**config.mk**
```make
export PLATFORM = sky130hd
export DESIGN_NAME = pdt_seq
export DESIGN_NICKNAME = d
export VERILOG_FILES = /design/src/pdt_pkg.sv /design/src/pdt_seq.sv
export SDC_FILE = /design/constraint.sdc
export NUM_CORES = 1
export LEC_CHECK = 0
export BUFFER_PORTS_ARGS = -buffer_cell sky130_fd_sc_hd__clkbuf_2
export CORE_ASPECT_RATIO = 0.8
export CORE_MARGIN = 2
export CORE_UTILIZATION = 52
export DETAILED_ROUTE_END_ITERATION = 6
export GPL_TIMING_DRIVEN = 1
export PLACE_DENSITY = 0.8
export SLEW_MARGIN = 20
export SYNTH_ARGS = -nofsm -noshare
export SYNTH_HDL_FRONTEND = slang
export SYNTH_SLANG_ARGS = --single-unit
export TNS_END_PERCENT = 50
```
**constraint.sdc**
```tcl
create_clock -name aclk -period 4.6 [get_ports aclk]
set_input_delay 0.92 -clock aclk [delete_from_list [all_inputs] [get_ports aclk]]
set_output_delay 0.92 -clock aclk [all_outputs]
set_load 0.02 [all_outputs]
```
**src/pdt_pkg.sv**
```systemverilog
// ----------------------------------------------------------------------------
// pdt_pkg
// Shared types, codes and defaults for the palette deduplication table.
// ----------------------------------------------------------------------------
package pdt_pkg;

    // default number of palette entries
    localparam int PALETTE_DEPTH_DEF = 256;

    // input modes
    typedef enum logic [1:0] {
        MODE_ADD   = 2'd0,
        MODE_READ  = 2'd1,
        MODE_CLEAR = 2'd2
    } mode_t;

    // result status codes
    typedef enum logic [2:0] {
        STAT_ADDED = 3'd0,
        STAT_FOUND = 3'd1,
        STAT_FULL  = 3'd2,
        STAT_RANGE = 3'd3,
        STAT_OK    = 3'd4
    } status_t;

    // sequencer states
    typedef enum logic [1:0] {
        S_IDLE,
        S_SCAN,
        S_RDWAIT,
        S_DONE
    } state_t;

    // one result item
    typedef struct packed {
        status_t     status;
        logic [7:0]  entry_index;
        logic [23:0] rgb;
        logic [8:0]  entry_count;
    } result_t;

    // palette memory strobes
    typedef struct packed {
        logic rd_en;
        logic wr_en;
    } mem_ctl_t;

    // build a result item
    function automatic result_t make_result(status_t st, logic [7:0] idx,
                                            logic [23:0] rgb, logic [8:0] cnt);
        result_t r;
        r.status      = st;
        r.entry_index = idx;
        r.rgb         = rgb;
        r.entry_count = cnt;
        return r;
    endfunction

endpackage

```
**src/pdt_seq.sv**
```systemverilog
// ----------------------------------------------------------------------------
// pdt_seq
// Item sequencer: entry count, linear search over the colour store,
// append, read and clear handling.
// ----------------------------------------------------------------------------
module pdt_seq #(
    parameter int DEPTH = pdt_pkg::PALETTE_DEPTH_DEF,
    localparam int IDX_W = $clog2(DEPTH),
    localparam int CNT_W = $clog2(DEPTH + 1)
) (
    input  logic               aclk,
    input  logic               aresetn,
    input  logic               s_valid,
    output logic               s_ready,
    input  logic [1:0]         s_mode,
    input  logic [7:0]         s_red,
    input  logic [7:0]         s_green,
    input  logic [7:0]         s_blue,
    input  logic [7:0]         s_read_index,
    output logic               res_valid,
    input  logic               res_ready,
    output pdt_pkg::result_t   res,
    output pdt_pkg::mem_ctl_t  mem_ctl,
    output logic [IDX_W-1:0]   mem_raddr,
    output logic [IDX_W-1:0]   mem_waddr,
    output logic [23:0]        mem_wdata,
    input  logic [23:0]        mem_rdata
);

    localparam int EXT_W = CNT_W + 8;
    localparam int PEXT_W = IDX_W + 8;

    pdt_pkg::state_t  state_reg, state_next;
    logic [CNT_W-1:0] count_reg, count_next;
    logic [CNT_W-1:0] issue_ptr_reg, issue_ptr_next;
    logic             pend_reg, pend_next;
    logic [IDX_W-1:0] pend_addr_reg, pend_addr_next;
    logic [23:0]      color_reg, color_next;
    pdt_pkg::result_t res_reg, res_next;

    logic [EXT_W-1:0]  cnt_ext;
    logic [EXT_W-1:0]  cnt_inc_ext;
    logic [EXT_W-1:0]  ridx_ext;
    logic [PEXT_W-1:0] pend_ext;
    logic              issue_more;
    logic              hit;

    // widened views for compare and field truncation
    assign cnt_ext     = EXT_W'(count_reg);
    assign cnt_inc_ext = cnt_ext + EXT_W'(1);
    assign ridx_ext    = EXT_W'(s_read_index);
    assign pend_ext    = PEXT_W'(pend_addr_reg);
    assign issue_more  = (issue_ptr_reg < count_reg);
    assign hit         = pend_reg && (mem_rdata == color_reg);

    assign res       = res_reg;
    assign res_valid = (state_reg == pdt_pkg::S_DONE);
    assign mem_wdata = color_reg;
    assign mem_waddr = count_reg[IDX_W-1:0];

    // control registers
    always_ff @(posedge aclk) begin
        if (!aresetn) begin
            state_reg <= pdt_pkg::S_IDLE;
            count_reg <= '0;
            pend_reg  <= 1'b0;
        end else begin
            state_reg <= state_next;
            count_reg <= count_next;
            pend_reg  <= pend_next;
        end
    end

    // working registers
    always_ff @(posedge aclk) begin
        issue_ptr_reg <= issue_ptr_next;
        pend_addr_reg <= pend_addr_next;
        color_reg     <= color_next;
        res_reg       <= res_next;
    end

    // next state and outputs
    always_comb begin
        state_next     = state_reg;
        count_next     = count_reg;
        issue_ptr_next = issue_ptr_reg;
        pend_next      = 1'b0;
        pend_addr_next = pend_addr_reg;
        color_next     = color_reg;
        res_next       = res_reg;
        mem_ctl        = '0;
        mem_raddr      = issue_ptr_reg[IDX_W-1:0];
        s_ready        = 1'b0;

        case (state_reg)
            pdt_pkg::S_IDLE: begin
                s_ready = 1'b1;
                if (s_valid) begin
                    color_next = {s_red, s_green, s_blue};
                    case (s_mode)
                        pdt_pkg::MODE_ADD: begin
                            issue_ptr_next = '0;
                            state_next     = pdt_pkg::S_SCAN;
                        end
                        pdt_pkg::MODE_READ: begin
                            if (ridx_ext >= cnt_ext) begin
                                res_next = pdt_pkg::make_result(pdt_pkg::STAT_RANGE,
                                    8'd0, 24'd0, cnt_ext[8:0]);
                                state_next = pdt_pkg::S_DONE;
                            end else begin
                                mem_ctl.rd_en = 1'b1;
                                mem_raddr     = ridx_ext[IDX_W-1:0];
                                state_next    = pdt_pkg::S_RDWAIT;
                            end
                        end
                        pdt_pkg::MODE_CLEAR: begin
                            count_next = '0;
                            res_next   = pdt_pkg::make_result(pdt_pkg::STAT_OK,
                                8'd0, 24'd0, 9'd0);
                            state_next = pdt_pkg::S_DONE;
                        end
                        default: begin
                            res_next = pdt_pkg::make_result(pdt_pkg::STAT_RANGE,
                                8'd0, 24'd0, cnt_ext[8:0]);
                            state_next = pdt_pkg::S_DONE;
                        end
                    endcase
                end
            end

            pdt_pkg::S_SCAN: begin
                // issue one read a cycle, compare the returned data in the next cycle
                mem_ctl.rd_en  = issue_more;
                pend_next      = issue_more;
                pend_addr_next = issue_ptr_reg[IDX_W-1:0];
                if (issue_more) begin
                    issue_ptr_next = issue_ptr_reg + CNT_W'(1);
                end
                if (hit) begin
                    pend_next  = 1'b0;
                    res_next   = pdt_pkg::make_result(pdt_pkg::STAT_FOUND,
                        pend_ext[7:0], 24'd0, cnt_ext[8:0]);
                    state_next = pdt_pkg::S_DONE;
                end else if (!issue_more && !pend_reg) begin
                    // no match among valid entries
                    if (count_reg == CNT_W'(DEPTH)) begin
                        res_next = pdt_pkg::make_result(pdt_pkg::STAT_FULL,
                            8'd0, 24'd0, cnt_ext[8:0]);
                    end else begin
                        mem_ctl.wr_en = 1'b1;
                        count_next    = count_reg + CNT_W'(1);
                        res_next      = pdt_pkg::make_result(pdt_pkg::STAT_ADDED,
                            cnt_ext[7:0], 24'd0, cnt_inc_ext[8:0]);
                    end
                    state_next = pdt_pkg::S_DONE;
                end
            end

            pdt_pkg::S_RDWAIT: begin
                res_next   = pdt_pkg::make_result(pdt_pkg::STAT_OK,
                    8'd0, mem_rdata, cnt_ext[8:0]);
                state_next = pdt_pkg::S_DONE;
            end

            pdt_pkg::S_DONE: begin
                if (res_ready) begin
                    state_next = pdt_pkg::S_IDLE;
                end
            end

            default: begin
                state_next = pdt_pkg::S_IDLE;
            end
        endcase
    end

endmodule

```
==> results.json, run 1 <==
{
  "finalWirelength_um": 12400,
  "fmax_ghz": 0.259,
  "cp-endpoint": "mem_raddr[7]",
  "r2r_slack_ns": 1.42,
  "port_buffers": 149,
  "fillers": 760,
  "r2r-start": "count_reg[5]$_SDFFE_PN0P_",
  "met3_usage_pct": 6.41,
  "ys_ff_latch": 97,
  "place_hpwl_um": 9240,
  "overflow": 0,
  "htreeDepth": 3,
  "slew_headroom_pct": 28.6,
  "io_pins": 150,
  "drive_above_1_share_pct": 34.6,
  "crit_path_max_fanout": 9,
  "use_met1_pct": 33.5,
  "cts.sinks": 97,
  "p_per_area_nw_per_um2": 557,
  "crit_slowest_cell": "a2111oi_4",
  "use_met2_pct": 36.5,
  "skew_ns": 0.00974,
  "antenna_found_initial": 0,
  "firstDrtPassIters": 5,
  "rr_worst_depth": 6,
  "post-cts-setup-buffers": 0,
  "final.setup.tns_ns": 0,
  "routedWlPerCell_um": 18.1,
  "fin_nets": 645,
  "critPathLaunch": "s_read_index[0]",
  "ys_warn_count": 0,
  "worst_pin_slew_ns": 1.07,
  "fp.dieW_um": 115,
  "via_per_inst": 5.57,
  "worstSetupStartpointType": "input port",
  "finalMaxSlewViolations": 0,
  "path_buf_inv": 3,
  "yosysSeqAreaShare_pct": 54.5,
  "grt_max_degree": 45,
  "clock_latency_ns": 0.35,
  "worst_ep_required_time_ns": 3.68,
  "groute.usage.overall_pct": 24.0,
  "cts_tree": "built",
  "dieArea_um2": 10700,
  "syn_nets": 504,
  "status": "complete, no violations",
  "rsz0062_at_grt": "no",
  "clock_path_buffers": 2,
  "gp_congestion": 0.917,
  "drc": 0,
  "routed-via-count": 3796,
  "post-route-min-period_ns": 3.86,
  "path_common_cell": "clkbuf_2",
  "syn_inst": 417,
  "hold_depth": 2,
  "clock-root-buffer": "clkbuf_16",
  "crit_chain": "clkbuf_2 > inv_1 > ha_1 > nand2b_4 > a2111oi_4 > nor3b_2 > o21ai_2 > and3_4 > mux2_4 > clkbuf_2",
  "path_delay_family": "simple AND/OR/NAND/NOR gates",
  "fp.dieH_um": 92.8,
  "setup_viol": 0,
  "synth-edff-count": 85,
  "max_cap_viol_count": 0,
  "whs_ns": 0.514,
  "grt_pass1_wl_um": 19600,
  "ys.flop_type": "edfxtp_1",
  "r2r_end": "issue_ptr_reg[6]$_SDFFCE_PN0P_",
  "grt_pass1_vias": 3756,
  "finalCritPeriodShare_pct": 83.8,
  "cp_num_cells": 10,
  "post_cts_resized": 0,
  "synth-async-reset-ratio_pct": 0,
  "crit_type": "in2out",
  "peakVddDrop_v": 0.000379,
  "instances_no_fill": 682,
  "largest_register_ffs": 44,
  "ant_nets": 0,
  "std_cell_rows": 32,
  "start_util_pct": 53.3,
  "power.leakage_nw": 2.56,
  "synth.avg_cell_area_um2": 12.3,
  "top_usage_layer": "met2",
  "critPathMaxStageDelay_ns": 0.36,
  "first_iter_violations": 275,
  "ys_types": 65,
  "n_antenna_cell": 0,
  "clk_transition_reported_paths_ns": 0.06,
  "syn_area_um2": 5120,
  "cts_hold_buf": 0,
  "fp.coreArea_um2": 9610,
  "crit_path_end_kind": "primary output",
  "hold_viol": 0,
  "finalPower_w": 0.00344,
  "area_growth_pct": 20.5,
  "cp.arrival_ns": 2.94,
  "hold_class": "reg2reg",
  "place_inst": 666,
  "cts_buffers": 9
}
-- worst min-delay path by stage --
| stage | start | end | slack [ns] |
|---|---|---|---|
| 4_1_cts | state_reg[1]$_SDFFE_PN0P_ | state_reg[1]$_SDFFE_PN0P_ | 0.52 |
| 3_3_place_gp | state_reg[1]$_SDFFE_PN0P_ | state_reg[1]$_SDFFE_PN0P_ | 0.48 |
| 5_1_grt | state_reg[0]$_SDFFE_PN0P_ | state_reg[0]$_SDFFE_PN0P_ | 0.53 |
| 6_report | state_reg[0]$_SDFFE_PN0P_ | state_reg[0]$_SDFFE_PN0P_ | 0.51 |
| 3_5_place_dp | state_reg[0]$_SDFFE_PN0P_ | state_reg[0]$_SDFFE_PN0P_ | 0.50 |
| 2_1_floorplan | state_reg[1]$_SDFFE_PN0P_ | state_reg[1]$_SDFFE_PN0P_ | 0.47 |
-- cell families after synthesis --
| kind of cell | count (synthesis) | synth area share [%] |
|---|---|---|
| DFF | 97 | 54.5 |
| buffers and inverters | 42 | 4.57 |
| AOI/OAI and AO/OA | 62 | 9.50 |
| and+or+nand+nor | 139 | 15.1 |
| muxes | 22 | 5.08 |
| adders and majority gates | 25 | 6.10 |
| xor gates and xnor gates | 30 | 5.13 |
-- stage by stage --
stage	instance area, um^2	setup WS (ns)	util, %
2_1_floorplan	5120	0.312	-
3_3_place_gp	5900	0.812	61.4
3_5_place_dp	5900	0.749	61.4
4_1_cts	6170	0.747	64.3
5_1_grt	6170	0.626	64.3
6_report	6170	0.745	64.3
-- worst reg2reg max path, stage by stage (launching register included) --
cell	delay, ns
dfxtp_1	0.54
inv_1	0.23
ha_1	0.33
and4_1	0.21
a221o_1	0.43
or2_2	0.37
a21oi_1	0.71
-- layout by cell type (no fill, tap or decap), types with 7 or more instances in the layout --
master and count:
clkbuf_2 149, edfxtp_1 85, nand2_1 31, and2_1 31
ha_1 25, inv_1 18, xnor2_1 18, nor2_1 17
nand3_1 16, mux2i_1 14, xor2_1 12, dfxtp_1 12
nor3_1 10, o21ai_0 9, clkbuf_16 9, nand4_1 8
mux2_4 8, o211ai_1 7, a21oi_1 7
-- synthesized netlist by cell type, drive strengths merged, types with 2 or more instances --
| cell type | n | area (um^2) |
|---|---|---|
| nand3 | 16 | 80.1 |
| a21boi | 4 | 30.0 |
| a22o | 2 | 17.5 |
| dfxtp | 12 | 240 |
| a41o | 2 | 20.0 |
| a21oi | 7 | 35.0 |
| buf | 17 | 140 |
| a21o | 2 | 15.0 |
| o2111ai | 2 | 17.5 |
| xnor2 | 18 | 158 |
| clkbuf | 6 | 22.5 |
| edfxtp | 85 | 2550 |
| nor4b | 2 | 30.0 |
| and3 | 5 | 36.3 |
| mux2 | 8 | 120 |
| nand4 | 8 | 50.1 |
| and4 | 2 | 17.5 |
| nor2b | 2 | 12.5 |
| o21a | 2 | 16.3 |
| xor2 | 12 | 105 |
| nor4 | 3 | 25.0 |
| inv | 19 | 71.3 |
| nand2 | 32 | 123 |
| ha | 25 | 313 |
| o21ai | 13 | 68.8 |
| a31oi | 4 | 31.3 |
| nor2 | 17 | 63.8 |
| and2 | 33 | 209 |
| a31o | 5 | 43.8 |
| mux2i | 14 | 140 |
| or3 | 3 | 18.8 |
| o211ai | 7 | 52.6 |
| nor3 | 10 | 50.1 |
| nand2b | 3 | 33.8 |
-- cell type report --
cell class | instances | area, um^2 | share of cell area (%)
Clock buffer | 9 | 225 | 3.65
Tap cell | 119 | 149 | 2.41
Clock inverter | 7 | 51.3 | 0.831
Inverter | 19 | 71.3 | 1.16
Multi-Input combinational cell | 278 | 2110 | 34.2
Timing Repair Buffer | 153 | 776 | 12.6
Sequential cell | 97 | 2790 | 45.2
-- where the power goes --
group	total [W]	internal, W	switching [W]
Sequential	0.00148	0.00135	0.000132
Clock	0.000704	0.000371	0.000333
Combinational	0.00126	0.000400	0.000859
Total	0.00344	0.00212	0.00132
-- per-layer routing --
layer / part of all wire (%) / up-vias
li1: - / 1811
met1: 44 / 1794
met2: 47 / 169
met3: 7.3 / 22
met4: 2.0 / 0
met5: 0 / -
No activity file was read; power rests on OpenSTA's default activity.
==> run 2: changes to the inputs <==
Settings changed: ABC_AREA set to 1, CORE_UTILIZATION 52 to 54, PLACE_DENSITY 0.8 to 0.81.
Clock period 4.6 ns to 3.9 ns, I/O delays scaled along.
==> results.json, run 2 <==
{
  "status": "complete, no violations",
  "skew_ns": 0.00900,
  "final.setup.tns_ns": 0,
  "worst_pin_slew_ns": 0.931,
  "syn_area_um2": 5740,
  "finalCritPeriodShare_pct": 88.5,
  "synth.largest_area_cell": "edfxtp_1",
  "setup_ws_ns": 0.449,
  "routedWlPerCell_um": 14.6,
  "drive_above_1_share_pct": 23.0,
  "gp_congestion": 0.925,
  "fp.coreArea_um2": 10300,
  "dieArea_um2": 11500,
  "clock_path_buffers": 2,
  "max_cap_viol_count": 0,
  "syn_inst": 711,
  "firstDrtPassIters": 6,
  "io_pins": 150,
  "grt_pass1_vias": 4581,
  "post-cts-setup-buffers": 0,
  "synth.most_common_cell": "nand2_1",
  "grt_pass1_wl_um": 22900,
  "whs_ns": 0.510,
  "clk_transition_reported_paths_ns": 0.07,
  "antenna_found_initial": 0,
  "yosysSeqAreaShare_pct": 48.6,
  "rr_worst_depth": 13,
  "port_buffers": 149,
  "peakVddDrop_v": 0.000691,
  "fp.dieW_um": 119,
  "pre_cts_slack_ns": 0.678,
  "worstSetupStartpointType": "flop",
  "ys_ff_latch": 97,
  "area_growth_pct": 19.3,
  "place_hpwl_um": 11000,
  "post_cts_resized": 0,
  "grt_max_degree": 45,
  "via_per_inst": 5.19,
  "netlist.area_leader.share_pct": 44.4,
  "p_per_area_nw_per_um2": 745,
  "place_inst": 982,
  "crit_path_max_fanout": 15,
  "std_cell_rows": 33,
  "critPathLaunch": "count_reg[4]$_SDFFE_PN0P_",
  "fp.dieH_um": 96.2,
  "power.leakage_nw": 3.58,
  "r2r-start": "count_reg[4]$_SDFFE_PN0P_",
  "clock-root-buffer": "clkbuf_16",
  "largest_register_ffs": 44,
  "setup_viol": 0,
  "syn_nets": 798,
  "ant_nets": 0,
  "cts.sinks": 97,
  "first_iter_violations": 499,
  "hold_start": "issue_ptr_reg[3]$_SDFFCE_PN0P_",
  "overflow": 0,
  "finalWirelength_um": 14500,
  "crit_type": "reg2out",
  "layout_common_cells": "nand2_1 (198), clkbuf_2 (149), inv_1 (129)",
  "fmax_ghz": 0.290,
  "slew_headroom_pct": 37.9,
  "start_util_pct": 55.6,
  "cp-endpoint": "mem_raddr[5]",
  "hold_viol": 0,
  "instances_no_fill": 997,
  "r2r_end": "res[31]$_DFFE_PP_",
  "cts_hold_buf": 0,
  "r2r_slack_ns": 0.96,
  "drc": 0,
  "htreeDepth": 3,
  "groute.usage.overall_pct": 25.6,
  "ys.flop_type": "edfxtp_1",
  "cts_tree": "built",
  "cts_buffers": 9,
  "clock_latency_ns": 0.34,
  "post-route-min-period_ns": 3.45,
  "ys_types": 44,
  "synth-edff-count": 85,
  "finalMaxSlewViolations": 0,
  "synth_area_leaders": "edfxtp_1 (44%), nand2_1 (13%), inv_1 (8.4%)",
  "crit_path_end_kind": "primary output",
  "routed-via-count": 5170,
  "yosys-top-cells-count": "nand2_1 (198), inv_1 (129), edfxtp_1 (85)",
  "mostFrequentLayoutCell": "nand2_1",
  "n_antenna_cell": 0,
  "fin_nets": 940,
  "worst_ep_required_time_ns": 3.12,
  "rsz0062_at_grt": "no",
  "cp.arrival_ns": 2.67,
  "ys_warn_count": 0,
  "synth.avg_cell_area_um2": 8.08,
  "hold_class": "reg2reg",
  "utilization_pct": 66.4,
  "synth-async-reset-ratio_pct": 0
}
[run 2: cell types whose count changed in the layout (fill, tap and decap cells not counted), sizes merged, moves of 8 or more]
cell | before | now
nand2 | 32 | 208
inv | 23 | 136
nor2 | 17 | 81
and2 | 33 | 2
nand3 | 16 | 43
a21oi | 7 | 28
xnor2 | 18 | 2
mux2i | 14 | 0
o21ai | 13 | 27
nand4 | 8 | 19
xor2 | 12 | 3
mux2 | 8 | 0
[run 2: how the worst min path moves through the flow]
stage	slack (ns)	depth (start not counted)	to
after CTS	0.51	0	pend_addr_reg[3]$_DFFE_PP_
after detailed placement	0.48	0	pend_addr_reg[3]$_DFFE_PP_
final	0.51	0	pend_addr_reg[3]$_DFFE_PP_
after floorplan	0.45	0	pend_addr_reg[3]$_DFFE_PP_
after global placement	0.47	0	pend_addr_reg[3]$_DFFE_PP_
after global routing	0.53	0	pend_addr_reg[3]$_DFFE_PP_
[run 2: worst max-delay path: stages, from the launching register on]
cell,delay [ns]
dfxtp_1,0.54
inv_1,0.26
ha_1,0.36
nand2_1,0.08
inv_1,0.05
nand2_1,0.06
a21oi_1,0.05
nor2_1,0.13
nand2_2,0.10
nor2_4,0.11
nand2_2,0.20
nor2_1,0.18
a21oi_2,0.04
clkbuf_2,0.16
[run 2: final cells by class]
| class | count | area, um^2 |
|---|---|---|
| tap | 140 | 175 |
| sequential | 97 | 2790 |
| inverter | 136 | 510 |
| clock inverter | 5 | 57.6 |
| clock buffer | 10 | 229 |
| fill | 852 | 3470 |
| timing repair buffer | 151 | 773 |
| multi-input combinational | 458 | 2310 |
[run 2: metal layers]
layer | wire, um | vias up | track usage, %
met5 | 0 | - | 0
met4 | 219 | 0 | 6.86
met3 | 1470 | 26 | 4.80
met2 | 6440 | 282 | 41.0
met1 | 6420 | 2309 | 36.0
li1 | - | 2553 | -
[run 2: logic make-up after synthesis]
family,synth area share [%]
AO/OA/AOI/OAI,6.06
XOR/XNOR,0.763
adder cells (fa/ha/maj),5.45
buffers and inverters,11.3
flip-flops,48.6
AND/OR/NAND/NOR,27.8
[run 2: stage by stage]
stage / cell area, um^2 / power, W
finish: 6850 / 0.00511
global placement: 6570 / 0.00417
detailed placement: 6570 / 0.00422
global route: 6850 / 0.00542
floorplan: 5750 / 0.00349
CTS: 6850 / 0.00509
[run 2: power by group]
part | switching [W] | total (W) | internal (W)
clock network | 0.000375 | 0.000868 | 0.000493
registers | 0.000221 | 0.00188 | 0.00166
logic | 0.00166 | 0.00236 | 0.000695
total | 0.00226 | 0.00511 | 0.00285
